File: src/rtl/f2p_pkg.sv
// ----------------------------------------------------------------------------
// f2p_pkg
// Shared types, sample-size codes and helpers for the float to PCM packer.
// ----------------------------------------------------------------------------
package f2p_pkg;

    // Sample-size codes (bytes per output sample)
    localparam logic [2:0] CNT_U8    = 3'd1;
    localparam logic [2:0] CNT_S16   = 3'd2;
    localparam logic [2:0] CNT_S24   = 3'd3;
    localparam logic [2:0] CNT_S32   = 3'd4;
    localparam logic [2:0] CNT_RESET = CNT_S16;

    // Input word
    typedef struct packed {
        logic [31:0] sample_bits;
        logic        last_in;
    } f2p_in_t;

    // Output word
    typedef struct packed {
        logic [31:0] pcm_word;
        logic [2:0]  byte_count;
        logic        last_out;
    } f2p_out_t;

    // Decode stage result
    typedef struct packed {
        logic        sign;
        logic        nan;
        logic        ovf;
        logic [23:0] mant;
        logic [5:0]  shamt;
        logic [2:0]  count;
        logic [4:0]  k;
        logic        last;
    } f2p_dec_t;

    // Align stage result: |v| * 2^k as 32.24 fixed point plus sticky
    typedef struct packed {
        logic        sign;
        logic        nan;
        logic        ovf;
        logic [31:0] int_part;
        logic [23:0] frac;
        logic        sticky;
        logic [2:0]  count;
        logic [4:0]  k;
        logic        last;
    } f2p_aln_t;

    // Scale exponent for a sample size: 2^7 (offset 8-bit), 2^15, 2^23, 2^31
    function automatic logic [4:0] scale_exp(input logic [2:0] count);
        logic [4:0] k;
        begin
            case (count)
                CNT_U8:  k = 5'd7;
                CNT_S16: k = 5'd15;
                CNT_S24: k = 5'd23;
                default: k = 5'd31;
            endcase
            return k;
        end
    endfunction

endpackage

File: src/rtl/f2p_decode.sv
// ----------------------------------------------------------------------------
// f2p_decode
// Stage 1: split the single-precision sample and work out the alignment shift.
// ----------------------------------------------------------------------------
module f2p_decode
(
    input  logic               clk,
    input  logic               rst_n,
    input  logic               en,
    input  logic               in_valid,
    input  f2p_pkg::f2p_in_t   in_data,
    input  logic [2:0]         count,
    output logic               valid,
    output f2p_pkg::f2p_dec_t  dec
);
    import f2p_pkg::*;

    // Biased exponent plus k below which every bit lands in the sticky field,
    // and above which the integer part exceeds 32 bits.
    localparam logic [9:0] SHIFT_BASE = 10'd102;
    localparam logic [9:0] SHIFT_TOP  = 10'd158;

    logic      valid_reg;
    f2p_dec_t  dec_reg;
    f2p_dec_t  dec_next;

    // Decode fields and shift amount
    always_comb
    begin
        logic [7:0] expo;
        logic [7:0] e_eff;
        logic [9:0] sum;
        logic       big;
        expo  = in_data.sample_bits[30:23];
        e_eff = (expo == 8'd0) ? 8'd1 : expo;
        dec_next.sign  = in_data.sample_bits[31];
        dec_next.nan   = (expo == 8'hFF) && (in_data.sample_bits[22:0] != 23'd0);
        dec_next.mant  = {expo != 8'd0, in_data.sample_bits[22:0]};
        dec_next.count = count;
        dec_next.k     = scale_exp(count);
        dec_next.last  = in_data.last_in;
        sum = {2'b00, e_eff} + {5'd0, dec_next.k};
        big = 1'b0;
        if (sum < SHIFT_BASE)
        begin
            dec_next.shamt = 6'd0;
        end
        else if (sum > SHIFT_TOP)
        begin
            dec_next.shamt = 6'd0;
            big = 1'b1;
        end
        else
        begin
            dec_next.shamt = 6'(sum - SHIFT_BASE);
        end
        dec_next.ovf = ((expo == 8'hFF) && (in_data.sample_bits[22:0] == 23'd0)) || big;
    end

    // Advance the stage
    always_ff @(posedge clk or negedge rst_n)
    begin
        if (!rst_n)
        begin
            valid_reg <= 1'b0;
        end
        else if (en)
        begin
            valid_reg <= in_valid;
        end
    end

    always_ff @(posedge clk)
    begin
        if (en)
        begin
            dec_reg <= dec_next;
        end
    end

    assign valid = valid_reg;
    assign dec   = dec_reg;

endmodule

File: src/rtl/f2p_align.sv
// ----------------------------------------------------------------------------
// f2p_align
// Stage 2: shift the mantissa into a 32.24 fixed-point magnitude with sticky.
// ----------------------------------------------------------------------------
module f2p_align
(
    input  logic               clk,
    input  logic               rst_n,
    input  logic               en,
    input  logic               in_valid,
    input  f2p_pkg::f2p_dec_t  dec,
    output logic               valid,
    output f2p_pkg::f2p_aln_t  aln
);
    import f2p_pkg::*;

    logic      valid_reg;
    f2p_aln_t  aln_reg;
    f2p_aln_t  aln_next;

    // Barrel shift; bit 48 of the field weighs 2^0
    always_comb
    begin
        logic [79:0] field;
        field = {56'd0, dec.mant} << dec.shamt;
        aln_next.sign     = dec.sign;
        aln_next.nan      = dec.nan;
        aln_next.ovf      = dec.ovf;
        aln_next.int_part = field[79:48];
        aln_next.frac     = field[47:24];
        aln_next.sticky   = |field[23:0];
        aln_next.count    = dec.count;
        aln_next.k        = dec.k;
        aln_next.last     = dec.last;
    end

    // Advance the stage
    always_ff @(posedge clk or negedge rst_n)
    begin
        if (!rst_n)
        begin
            valid_reg <= 1'b0;
        end
        else if (en)
        begin
            valid_reg <= in_valid;
        end
    end

    always_ff @(posedge clk)
    begin
        if (en)
        begin
            aln_reg <= aln_next;
        end
    end

    assign valid = valid_reg;
    assign aln   = aln_reg;

endmodule

File: src/rtl/f2p_format.sv
// ----------------------------------------------------------------------------
// f2p_format
// Stage 3: round the offset 8-bit case, saturate, negate and pack the word.
// ----------------------------------------------------------------------------
module f2p_format
(
    input  logic               clk,
    input  logic               rst_n,
    input  logic               en,
    input  logic               in_valid,
    input  f2p_pkg::f2p_aln_t  aln,
    output logic               valid,
    output f2p_pkg::f2p_out_t  out_word
);
    import f2p_pkg::*;

    logic      valid_reg;
    f2p_out_t  out_reg;
    f2p_out_t  out_next;

    // Offset 8-bit result, with single-precision rounding of the +128 step
    logic [7:0] u8_word;
    always_comb
    begin
        logic       up;
        logic [9:0] sum;
        logic [6:0] n0;
        logic [2:0] j;
        logic [23:0] low_mask;
        up       = 1'b0;
        sum      = 10'd0;
        n0       = 7'd0;
        j        = 3'd0;
        low_mask = 24'd0;
        u8_word  = 8'd0;
        if (!aln.sign)
        begin
            // Grid of [128,256) is 2^-16: round up when the top 17 fraction bits are set
            up  = &aln.frac[23:7];
            sum = {2'b00, aln.int_part[7:0]} + 10'd128 + {9'd0, up};
            if (aln.ovf || (aln.int_part[31:8] != 24'd0) || (sum > 10'd255))
                u8_word = 8'hFF;
            else
                u8_word = sum[7:0];
        end
        else if (aln.ovf || (aln.int_part >= 32'd128))
        begin
            u8_word = 8'd0;
        end
        else if ((aln.frac == 24'd0) && !aln.sticky)
        begin
            u8_word = 8'(9'd128 - {2'b00, aln.int_part[6:0]});
        end
        else
        begin
            n0 = 7'd127 - aln.int_part[6:0];
            // Binade of the sum sets the rounding grid
            for (int i = 0; i < 7; i++)
            begin
                if (n0[i])
                    j = 3'(i);
            end
            low_mask = (24'd1 << j) - 24'd1;
            up = (n0 != 7'd0) && ((aln.frac >> ({1'b0, j} + 4'd1)) == 24'd0) &&
                 (!aln.frac[j] || (((aln.frac & low_mask) == 24'd0) && !aln.sticky));
            u8_word = {1'b0, n0} + {7'd0, up};
        end
    end

    // Signed result: truncate, saturate to [-2^k, 2^k-1], keep the low bytes
    logic [31:0] s_word;
    always_comb
    begin
        logic [31:0] lim;
        logic [31:0] mask;
        lim  = 32'd1 << aln.k;
        mask = 32'hFFFF_FFFF >> (5'd31 - aln.k);
        if (!aln.sign)
            s_word = (aln.ovf || (aln.int_part >= lim)) ? (lim - 32'd1) : aln.int_part;
        else if (aln.ovf || (aln.int_part > lim))
            s_word = lim;
        else
            s_word = (~aln.int_part + 32'd1) & mask;
    end

    // Select by sample size
    always_comb
    begin
        out_next.last_out   = aln.last;
        out_next.byte_count = aln.count;
        out_next.pcm_word   = 32'd0;
        case (aln.count) inside
            CNT_U8:
            begin
                if (!aln.nan)
                    out_next.pcm_word = {24'd0, u8_word};
            end
            CNT_S16, CNT_S24, CNT_S32:
            begin
                if (!aln.nan)
                    out_next.pcm_word = s_word;
            end
            default:
            begin
                out_next.byte_count = 3'd0;
            end
        endcase
    end

    // Hold the output word until taken
    always_ff @(posedge clk or negedge rst_n)
    begin
        if (!rst_n)
        begin
            valid_reg <= 1'b0;
        end
        else if (en)
        begin
            valid_reg <= in_valid;
        end
    end

    always_ff @(posedge clk)
    begin
        if (en)
        begin
            out_reg <= out_next;
        end
    end

    assign valid    = valid_reg;
    assign out_word = out_reg;

endmodule

File: src/rtl/float_to_pcm_packer.sv
// ----------------------------------------------------------------------------
// float_to_pcm_packer
// Converts single-precision audio samples to saturated little-endian PCM.
// ----------------------------------------------------------------------------
// Usage:
//   in_valid/in_stall/in_data carry one float sample word and a last flag;
//   out_valid/out_stall/out_data return the PCM word, its byte count and the
//   last flag. A word moves on a clock edge with valid high and stall low.
//   cfg_valid/cfg_ready/cfg_data set the sample size (1 = offset 8-bit,
//   2/3/4 = signed 16/24/32-bit); write it only while the block is empty.
//   The path from input acceptance to out_valid runs through the decode, align and
//   format registers. Throughput is one word per cycle while out_stall is low.
//   Each stage moves when the one after it is empty or moving, so bubbles
//   close up; while out_stall is high the output word holds and the front
//   stages keep filling until full, after which in_stall rises.
//   Reset empties the pipeline and sets the sample size to 16-bit.
//   NaN gives a zero word; an unsupported size gives zero with byte count 0.
// ----------------------------------------------------------------------------
module float_to_pcm_packer
(
    input  logic              clk,
    input  logic              rst_n,
    input  logic              in_valid,
    output logic              in_stall,
    input  f2p_pkg::f2p_in_t  in_data,
    output logic              out_valid,
    input  logic              out_stall,
    output f2p_pkg::f2p_out_t out_data,
    input  logic              cfg_valid,
    output logic              cfg_ready,
    input  logic [2:0]        cfg_data
);
    import f2p_pkg::*;

    logic [2:0] sample_bytes_reg;
    logic       v1;
    logic       v2;
    logic       v3;
    logic       rdy1;
    logic       rdy2;
    logic       rdy3;
    f2p_dec_t   dec;
    f2p_aln_t   aln;

    // Sample-size register
    assign cfg_ready = 1'b1;
    always_ff @(posedge clk or negedge rst_n)
    begin
        if (!rst_n)
        begin
            sample_bytes_reg <= CNT_RESET;
        end
        else if (cfg_valid && cfg_ready)
        begin
            sample_bytes_reg <= cfg_data;
        end
    end

    // Stage enables: advance into an empty or draining stage
    assign rdy3     = !v3 || !out_stall;
    assign rdy2     = !v2 || rdy3;
    assign rdy1     = !v1 || rdy2;
    assign in_stall = !rdy1;

    f2p_decode u_decode
    (
        .clk      (clk),
        .rst_n    (rst_n),
        .en       (rdy1),
        .in_valid (in_valid),
        .in_data  (in_data),
        .count    (sample_bytes_reg),
        .valid    (v1),
        .dec      (dec)
    );

    f2p_align u_align
    (
        .clk      (clk),
        .rst_n    (rst_n),
        .en       (rdy2),
        .in_valid (v1),
        .dec      (dec),
        .valid    (v2),
        .aln      (aln)
    );

    f2p_format u_format
    (
        .clk      (clk),
        .rst_n    (rst_n),
        .en       (rdy3),
        .in_valid (v2),
        .aln      (aln),
        .valid    (v3),
        .out_word (out_data)
    );

    assign out_valid = v3;

    // An accepted word occupies the first stage next cycle
    a_accept_fills: assert property (@(posedge clk) disable iff (!rst_n)
        in_valid && !in_stall |=> v1)
        else $error("accepted word missing from decode stage");

    // A full stalled pipeline keeps every stage occupied
    a_full_holds: assert property (@(posedge clk) disable iff (!rst_n)
        v1 && v2 && v3 && out_stall |=> v1 && v2 && v3)
        else $error("stalled pipeline dropped a word");

    // Offset 8-bit words use the low byte only
    a_u8_width: assert property (@(posedge clk) disable iff (!rst_n)
        out_valid && (out_data.byte_count == CNT_U8) |-> out_data.pcm_word[31:8] == 24'd0)
        else $error("8-bit word has high bytes set");

    // Unsupported size flags zero output
    a_bad_size: assert property (@(posedge clk) disable iff (!rst_n)
        out_valid && (out_data.byte_count == 3'd0) |-> out_data.pcm_word == 32'd0)
        else $error("error word is not zero");

    // Configuration write lands in the register
    a_cfg_write: assert property (@(posedge clk) disable iff (!rst_n)
        cfg_valid && cfg_ready |=> sample_bytes_reg == $past(cfg_data))
        else $error("sample size write lost");

endmodule
File: config.mk
export PLATFORM = sky130hd
export DESIGN_NAME = float_to_pcm_packer
export DESIGN_NICKNAME = d
export VERILOG_FILES = /design/src/rtl/f2p_pkg.sv /design/src/rtl/f2p_decode.sv /design/src/rtl/f2p_align.sv /design/src/rtl/f2p_format.sv /design/src/rtl/float_to_pcm_packer.sv
export SDC_FILE = /design/constraint.sdc
export NUM_CORES = 1
export LEC_CHECK = 0
export BUFFER_PORTS_ARGS = -buffer_cell sky130_fd_sc_hd__buf_2
export CAP_MARGIN = 20
export CORE_AREA = 2 2 155 157
export CTS_BUF_LIST = sky130_fd_sc_hd__clkbuf_16
export DETAILED_ROUTE_END_ITERATION = 6
export DIE_AREA = 0 0 157 159
export GPL_ROUTABILITY_DRIVEN = 1
export GPL_TIMING_DRIVEN = 0
export PLACE_DENSITY = 0.54
export SYNTH_ARGS = -nofsm -noshare
export SYNTH_HDL_FRONTEND = slang
export SYNTH_SLANG_ARGS = --single-unit
File: constraint.sdc
create_clock -name clk -period 5.3 [get_ports clk]
set_input_delay 1.325 -clock clk [delete_from_list [all_inputs] [get_ports clk]]
set_output_delay 1.325 -clock clk [all_outputs]
set_load 0.03 [all_outputs]
==> metrics.md, run 1 <==
| Metric | Value |
|---|---|
| Outcome | `finished, final reports clean` |
| Clock root cell | `clkbuf_16` |
| Commonest non-fill, non-tap cell in the layout | `edfxtp_1` |
| R2R setup slack | `0.55 ns` |
| Filler cells | `2206` |
| Maxcap violations | `0` |
| Final hold violation count | `0` |
| CORE AREA | `23200 sq um` |
| Largest family of logic cells by synthesized area | `simple AND/OR/NAND/NOR gates` |
| R2r worst-path depth | `20` |
| Min-Delay Path Class | `reg -> reg` |
| Number of CTS-inserted buffers | `17` |
| Seq cells post-synth | `147` |
| Worst Hold Path EP | `u_align.aln[6]` |
| Max reg flops | `66` |
| GPL Wtd Cong | `0.999` |
| Hold slack | `0.419 ns` |
| Maximum VDD drop | `0.207 mV` |
| Cell variety after synth | `83` |
| Post-CTS setup buffer count | `0` |
| Setup TNS | `0 ns` |
| Required time worst endpoint | `5.46 ns` |
| PwrDens | `407 nW/um^2` |
| Dpl hpwl | `19.5 mm` |
| Worst Max-Slew Pin Slew | `1.08 ns` |
| CP bufs+invs | `3` |
| Total Routed Length | `25.3 mm` |
| Delay-heaviest family, CP | `compound AO/OA/AOI/OAI gates` |
| Clock Path Buffers | `2` |
| Clk_skew | `0.00990 ns` |
| Busiest grt layer | `met2` |
| CTS tree | `built` |
| Syn avg cell area | `10.6 sq um` |
| Combinational power share | `0.354` |
| Io pins | `80` |
| Crit path max fanout | `10` |
| # rows | `56` |
| M1 GR Usage | `0.272` |
| Reg-to-reg critical path startpoint | `u_align.aln[37]` |
| Ys async rst share | `0.0408` |
| Fraction of layout cells with a size suffix above 1 | `0.196` |
| Cell Count, Final, Fillers Out | `1306` |
| Total Routing Usage GR | `0.206` |
| First-pass GRT wire length | `39.8 mm` |
| Htree depth | `4` |
| Grt ovf | `0` |
| Crit-path cells | `clkbuf_1, inv_1, o21ai_0, nand2_1, nand2_1, ha_1, inv_1, a41oi_1, o2111ai_1, a221oi_1, o211ai_1, o2111ai_1, and4b_1, ha_1, ha_1, o21ai_0, a2111oi_0, xnor2_1, o21a_1, o32ai_1` |
| Largest net degree at the start of global routing | `67` |
| Ys Warns | `0` |
| N_diodes | `0` |
| CP max stage cell | `o21ai_0` |
| EDFF count, synth | `141` |
| I/O Buffers | `78` |
| Max stage delay on crit path | `0.54 ns` |
| Seq/Total Area, Yosys | `0.476` |
| Most used DFF post-synth | `edfxtp_1` |
| Leakage | `3.96 nW` |
| Highest-count cells in the layout ignoring fill and taps | `edfxtp_1, buf_2, nand2_1` |
| WS Path Type | `reg -> reg` |
| RSZ-0062 raised after global routing | `no` |
| Worst-path clk slew | `0.06 ns` |
| Tmin final | `4.75 ns` |
| WL/cell | `19.4 microns` |
| F_max | `210 MHz` |
| DR vias | `7522` |
| Starting Density | `0.397` |
| Slew Limit Fails | `0` |
| Internal cell power | `0.00268 W` |
| Placed cell count | `1273` |
| CTS hold repair buffers | `0` |
| Xor/xnor cell area share of the yosys netlist | `0.0219` |
| Met3 Use GR | `0.0346` |
| Resized Gates After CTS | `0` |
| NetSw | `0.00166 W` |
| Total Nets Final | `1033` |
| Sw Share | `0.382` |
| Clock Latency Late Sink | `0.43 ns` |
| Gate Count Post-Synth | `869` |
| DR vias/cell | `5.76` |
| M2 GR Usage | `0.328` |
| Crit path DAT | `4.91 ns` |
| Sequential power share | `0.388` |
| CTS Sinks | `147` |
| Cell Area, Synth | `9200 sq um` |
| CP Capture Type | `flop` |
| Post-DRT Antenna Nets | `0` |
| Slew headroom | `0.276` |
| Die X | `157 microns` |
| Adder-Cell Fraction of Synth Area | `0.0245` |
| Startpoint types | `flop` |
| Overall power | `0.00433 W` |
| Die height | `159 microns` |
| Post-synthesis mux area share | `0.0922` |
| Drt initial violations | `589` |
| Post-synthesis simple-gate area fraction | `0.180` |
| DRC Markers | `0` |
| Complex-gate fraction of the synthesized area | `0.170` |
| Final number of setup-violating endpoints | `0` |
| Area growth syn-to-layout | `15.8%` |
| First-pass iteration count of the detailed router | `6` |
| Worst hold start | `u_decode.dec[6]` |
| Clock power share | `0.258` |
| CP dominant cell by count | `ha_1` |
| Reg-to-reg critical path endpoint | `u_format.out_word[10]` |
| Vias in the first global route | `7134` |
| Antenna violations before repair | `0` |
| Post-route clock period utilization | `0.896` |
| Min-Delay Path Depth | `0` |
| Die Area | `25000 sq um` |
## worst reg2reg max path, delay by kind of cell (launching register included)
kind | cells | cell delay [ns]
buffers and inverters | 3 | 0.63
AO/OA/AOI/OAI | 10 | 2.27
XOR/XNOR | 1 | 0.17
adder cells (fa/ha/maj) | 3 | 0.52
flip-flops | 1 | 0.33
AND/OR/NAND/NOR | 3 | 0.56
## through the flow
step / setup slack, ns / utilization / cell area (sq um)
finish: 0.549 / 0.459 / 10700
global route: 0.0946 / 0.459 / 10700
CTS: 0.581 / 0.459 / 10700
detailed placement: 0.594 / 0.436 / 10100
global placement: 0.344 / 0.431 / 10000
floorplan: 0.826 / - / 9210
## synthesized netlist by cell type, types with 14 or more instances
library cell,instances,area (sq um)
edfxtp_1,141,4230
nand2_1,71,267
nor2_1,59,221
o21ai_0,46,230
clkbuf_1,34,128
a21oi_1,33,165
nor3_1,30,150
nand3_1,29,145
o22ai_1,28,175
inv_1,25,93.8
mux2i_1,24,240
nor4_1,24,150
mux2_2,22,248
ha_1,18,225
nand4_1,18,113
mux4_2,16,360
a211o_1,15,131
and2_1,14,87.6
## worst max-delay path by stage
stage,endpoint,slack [ns],depth (start not counted),startpoint
5_1_grt,u_format.out_word[10],0.09,20,u_align.aln[37]
4_1_cts,u_format.out_word[10],0.58,20,u_align.aln[37]
3_5_place_dp,u_format.out_word[10],0.59,20,u_align.aln[37]
3_3_place_gp,in_stall,0.34,4,out_stall
2_1_floorplan,in_stall,0.83,2,out_stall
6_report,u_format.out_word[10],0.55,20,u_align.aln[37]
## power groups by stage
stage	Clock, W	Combinational [W]	Sequential [W]
2_1_floorplan	0	0.000984	0.00175
3_3_place_gp	0	0.00150	0.00171
3_5_place_dp	0	0.00151	0.00171
4_1_cts	0.00115	0.00151	0.00168
5_1_grt	0.00119	0.00166	0.00171
6_report	0.00112	0.00153	0.00168
## cell type report
cell class	instances	area, sq um	share of cell area
plain buffers	47	210	0.0197
multi-input cells	648	4520	0.424
clock inverters	15	123	0.0115
well taps	319	399	0.0375
clock buffers	17	425	0.0399
repair buffers	85	485	0.0456
inverters	28	105	0.00986
flip-flops and latches	147	4390	0.412
## cells by family (layout without fill, tap and decap cells)
family	count (synthesis)	in the layout
AND/OR/NAND/NOR	318	318
AO/OA/AOI/OAI	224	224
flip-flops	147	147
buffers and inverters	75	192
multiplexers	62	62
XOR/XNOR	23	23
adder cells (fa/ha/maj)	18	18
other	2	3
## per-layer routing
metal | vias to the layer above | routed length [microns] | part of all wire
met5 | - | 0 | 0
met4 | 0 | 1020 | 0.040
met3 | 57 | 1350 | 0.053
met2 | 279 | 12100 | 0.48
met1 | 3561 | 10800 | 0.43
li1 | 3625 | - | -
(Power assumes the default switching activity.)
==> run 2, diff against run 1 <==
--- a/config.mk
+++ b/config.mk
@@ -7,13 +7,13 @@
 export LEC_CHECK = 0
 export BUFFER_PORTS_ARGS = -buffer_cell sky130_fd_sc_hd__buf_2
 export CAP_MARGIN = 20
-export CORE_AREA = 2 2 155 157
+export CORE_AREA = 2 2 126 128
 export CTS_BUF_LIST = sky130_fd_sc_hd__clkbuf_16
 export DETAILED_ROUTE_END_ITERATION = 6
-export DIE_AREA = 0 0 157 159
+export DIE_AREA = 0 0 128 130
 export GPL_ROUTABILITY_DRIVEN = 1
 export GPL_TIMING_DRIVEN = 0
-export PLACE_DENSITY = 0.54
+export PLACE_DENSITY = 0.78
 export SYNTH_ARGS = -nofsm -noshare
 export SYNTH_HDL_FRONTEND = slang
 export SYNTH_SLANG_ARGS = --single-unit
==> run 2 against run 1 <==
  * Sequential power about the same
  * Clock skew rose by 0.00092 ns
  * Critical path depth unchanged
  * First-iteration DRC count up 44%
  * Register-to-register slack worse by 0.03 ns
  * Design area decreased by 1.9%
  * Power is essentially flat
  * Wire length is 2.6% lower
  * Cell count fell by 9.9%
  * Fmax decreased by 0.65%
  * Combinational power about the same
  * Sequential share of layout area increased by 0.81 points
  * Largest cell class unchanged
  * Highest routed layer unchanged
==> metrics.md, run 2 (synthesis results as in run 1) <==
| Metric | Value |
|---|---|
| Outcome | `finished, final reports clean` |
| Total Routed Length | `24.6 mm (-2.6%)` |
| GPL Wtd Cong | `1.01 (+0.59%)` |
| Crit path max fanout | `10 (unchanged)` |
| First-pass iteration count of the detailed router | `5 (-1)` |
| WL/cell | `20.9 microns (+8.1%)` |
| Sequential power share | `0.391 (+0.003)` |
| F_max | `209 MHz (-0.65%)` |
| Post-layout instance area | `10400 sq um (-1.9%)` |
| Number of CTS-inserted buffers | `17 (unchanged)` |
| Setup TNS | `0 ns (unchanged)` |
| Clock Latency Late Sink | `0.43 ns (about the same)` |
| Worst-path clk slew | `0.06 ns (about the same)` |
| PwrDens | `415 nW/um^2 (+2.0%)` |
| Post-CTS setup buffer count | `0 (unchanged)` |
| Required time worst endpoint | `5.45 ns (about the same)` |
| Htree depth | `4 (unchanged)` |
| Max reg flops | `66 (unchanged)` |
| Dpl hpwl | `18.7 mm (-4.4%)` |
| First-pass GRT wire length | `38.5 mm (-3.2%)` |
| Clock root cell | `clkbuf_16` |
| Final number of setup-violating endpoints | `0 (unchanged)` |
| WS Path Type | `reg -> reg` |
| Highest-count cells in the layout ignoring fill and taps | `edfxtp_1, buf_2, nand2_1` |
| Leakage | `3.94 nW (-0.51%)` |
| Clock power share | `0.257 (about the same)` |
| Worst Max-Slew Pin Slew | `1.06 ns (-0.0183 ns)` |
| Post-DRT Antenna Nets | `0 (unchanged)` |
| Grt ovf | `0 (unchanged)` |
| Die height | `130 microns (-18%)` |
| Clk_skew | `0.0108 ns (+0.000922 ns)` |
| Register area | `4390 sq um (unchanged)` |
| # rows | `46 (-18%)` |
| Commonest non-fill, non-tap cell in the layout | `edfxtp_1` |
| Total Routing Usage GR | `0.303 (+0.0971)` |
| I/O Buffers | `78 (unchanged)` |
| Vias in the first global route | `7350 (+3.0%)` |
| Tmin final | `4.78 ns (+0.0309 ns)` |
| Area growth syn-to-layout | `13.5%` |
| Multi-input gate area | `4520 sq um (unchanged)` |
| Antenna violations before repair | `0 (unchanged)` |
| Startpoint types | `flop` |
| CORE AREA | `15400 sq um (-33%)` |
| Post-placement cell area | `9890 sq um (-2.1%)` |
| Slew headroom | `0.289 (+0.0123)` |
| CP Capture Type | `flop` |
| Drt initial violations | `847 (+44%)` |
| Combinational power share | `0.352 (-0.002)` |
| CTS hold repair buffers | `0 (unchanged)` |
| DRC Markers | `0 (unchanged)` |
| NetSw | `0.00163 W (-1.6%)` |
| Largest net degree at the start of global routing | `68 (+1.5%)` |
| Sw Share | `0.376 (-0.00619)` |
| Min-Delay Path Class | `reg -> reg` |
| Clock Path Buffers | `2 (unchanged)` |
| Filler cells | `1234 (-44%)` |
| Maxcap violations | `0 (unchanged)` |
| RSZ-0062 raised after global routing | `no` |
| N_diodes | `0 (unchanged)` |
| Die Area | `16600 sq um (-33%)` |
| CTS Sinks | `147 (unchanged)` |
| Resized Gates After CTS | `0 (unchanged)` |
| Final hold violation count | `0 (unchanged)` |
| Crit path DAT | `4.94 ns (+0.03 ns)` |
| Fraction of layout cells with a size suffix above 1 | `0.190 (-0.00569)` |
| Slew Limit Fails | `0 (unchanged)` |
| Internal cell power | `0.00270 W (+0.99%)` |
| CTS tree | `built` |
| Maximum VDD drop | `0.241 mV (+17%)` |
| Starting Density | `0.597 (+0.200)` |
| Die X | `128 microns (-18%)` |
| DR vias | `7726 (+2.7%)` |
| Io pins | `80 (unchanged)` |
| DR vias/cell | `6.56 (+14%)` |
| Post-route clock period utilization | `0.902 (+0.00582)` |
| Total Nets Final | `1031 (-0.19%)` |
[run 2: cell count changes in the layout (fill, tap and decap cells not counted), sizes merged]
cell / before / now
buf: 97 / 93
bufinv: 0 / 1
clkbuf: 51 / 53
clkinvlp: 3 / 4
clkinv: 6 / 8
inv: 34 / 30
[run 2: power groups by stage]
stage               combinational [W]  clock [W]  sequential, W
floorplan                    0.000984          0        0.00175
global placement              0.00147          0        0.00171
detailed placement            0.00148          0        0.00171
CTS                           0.00149    0.00113        0.00169
global route                  0.00164    0.00118        0.00172
finish                        0.00153    0.00112        0.00169
[run 2: per-stage QoR]
| step | total power, W | worst slack, ns | hold WS [ns] | util | std cells |
|---|---|---|---|---|---|
| 2_1_floorplan | 0.00273 | 0.826 | 0.400 | - | 870 |
| 3_3_place_gp | 0.00319 | 0.558 | 0.400 | 0.638 | 1140 |
| 3_5_place_dp | 0.00319 | 0.594 | 0.407 | 0.641 | 1143 |
| 4_1_cts | 0.00431 | 0.553 | 0.421 | 0.677 | 1175 |
| 5_1_grt | 0.00453 | 0.200 | 0.424 | 0.677 | 1177 |
| 6_report | 0.00433 | 0.518 | 0.419 | 0.677 | 1177 |
[run 2: final timing paths]
kind	start	endpoint	slack, ns	cells past startpoint
max reg2reg	u_align.aln[37]	u_format.out_word[10]	0.52	20
min	u_decode.dec[8]	u_align.aln[8]	0.42	0
max in group asynchronous	rst_n	sample_bytes_reg[1]	4.37	1
max	u_align.aln[37]	u_format.out_word[10]	0.52	20
min reg2reg	u_decode.dec[8]	u_align.aln[8]	0.42	0
min in group asynchronous	rst_n	u_decode.valid	0.71	1
[run 2: final cells by class]
cell class	instances	share of cell area
multi-input cells	648	0.433
repair buffers	83	0.0419
inverters	28	0.0101
flip-flops and latches	147	0.420
clock buffers	17	0.0407
plain buffers	47	0.0201
clock inverters	15	0.0117
well taps	192	0.0230
[run 2: per-layer routing]
layer | up-vias | global-route usage | share of wire
met5 | - | 0 | 0
met4 | 0 | 0.183 | 0.061
met3 | 99 | 0.0521 | 0.054
met2 | 386 | 0.510 | 0.48
met1 | 3631 | 0.371 | 0.41
li1 | 3610 | - | -
[run 2: worst max-delay path, stage by stage (launching register included)]
cell and delay (ns):
edfxtp_1 0.33, clkbuf_1 0.40, inv_1 0.15, o21ai_0 0.51, nand2_1 0.19, nand2_1 0.10
ha_1 0.20, inv_1 0.09, a41oi_1 0.21, o2111ai_1 0.12, a221oi_1 0.26, o211ai_1 0.18
o2111ai_1 0.12, and4b_1 0.27, ha_1 0.20, ha_1 0.15, o21ai_0 0.11, a2111oi_0 0.54
xnor2_1 0.18, o21a_1 0.12, o32ai_1 0.08
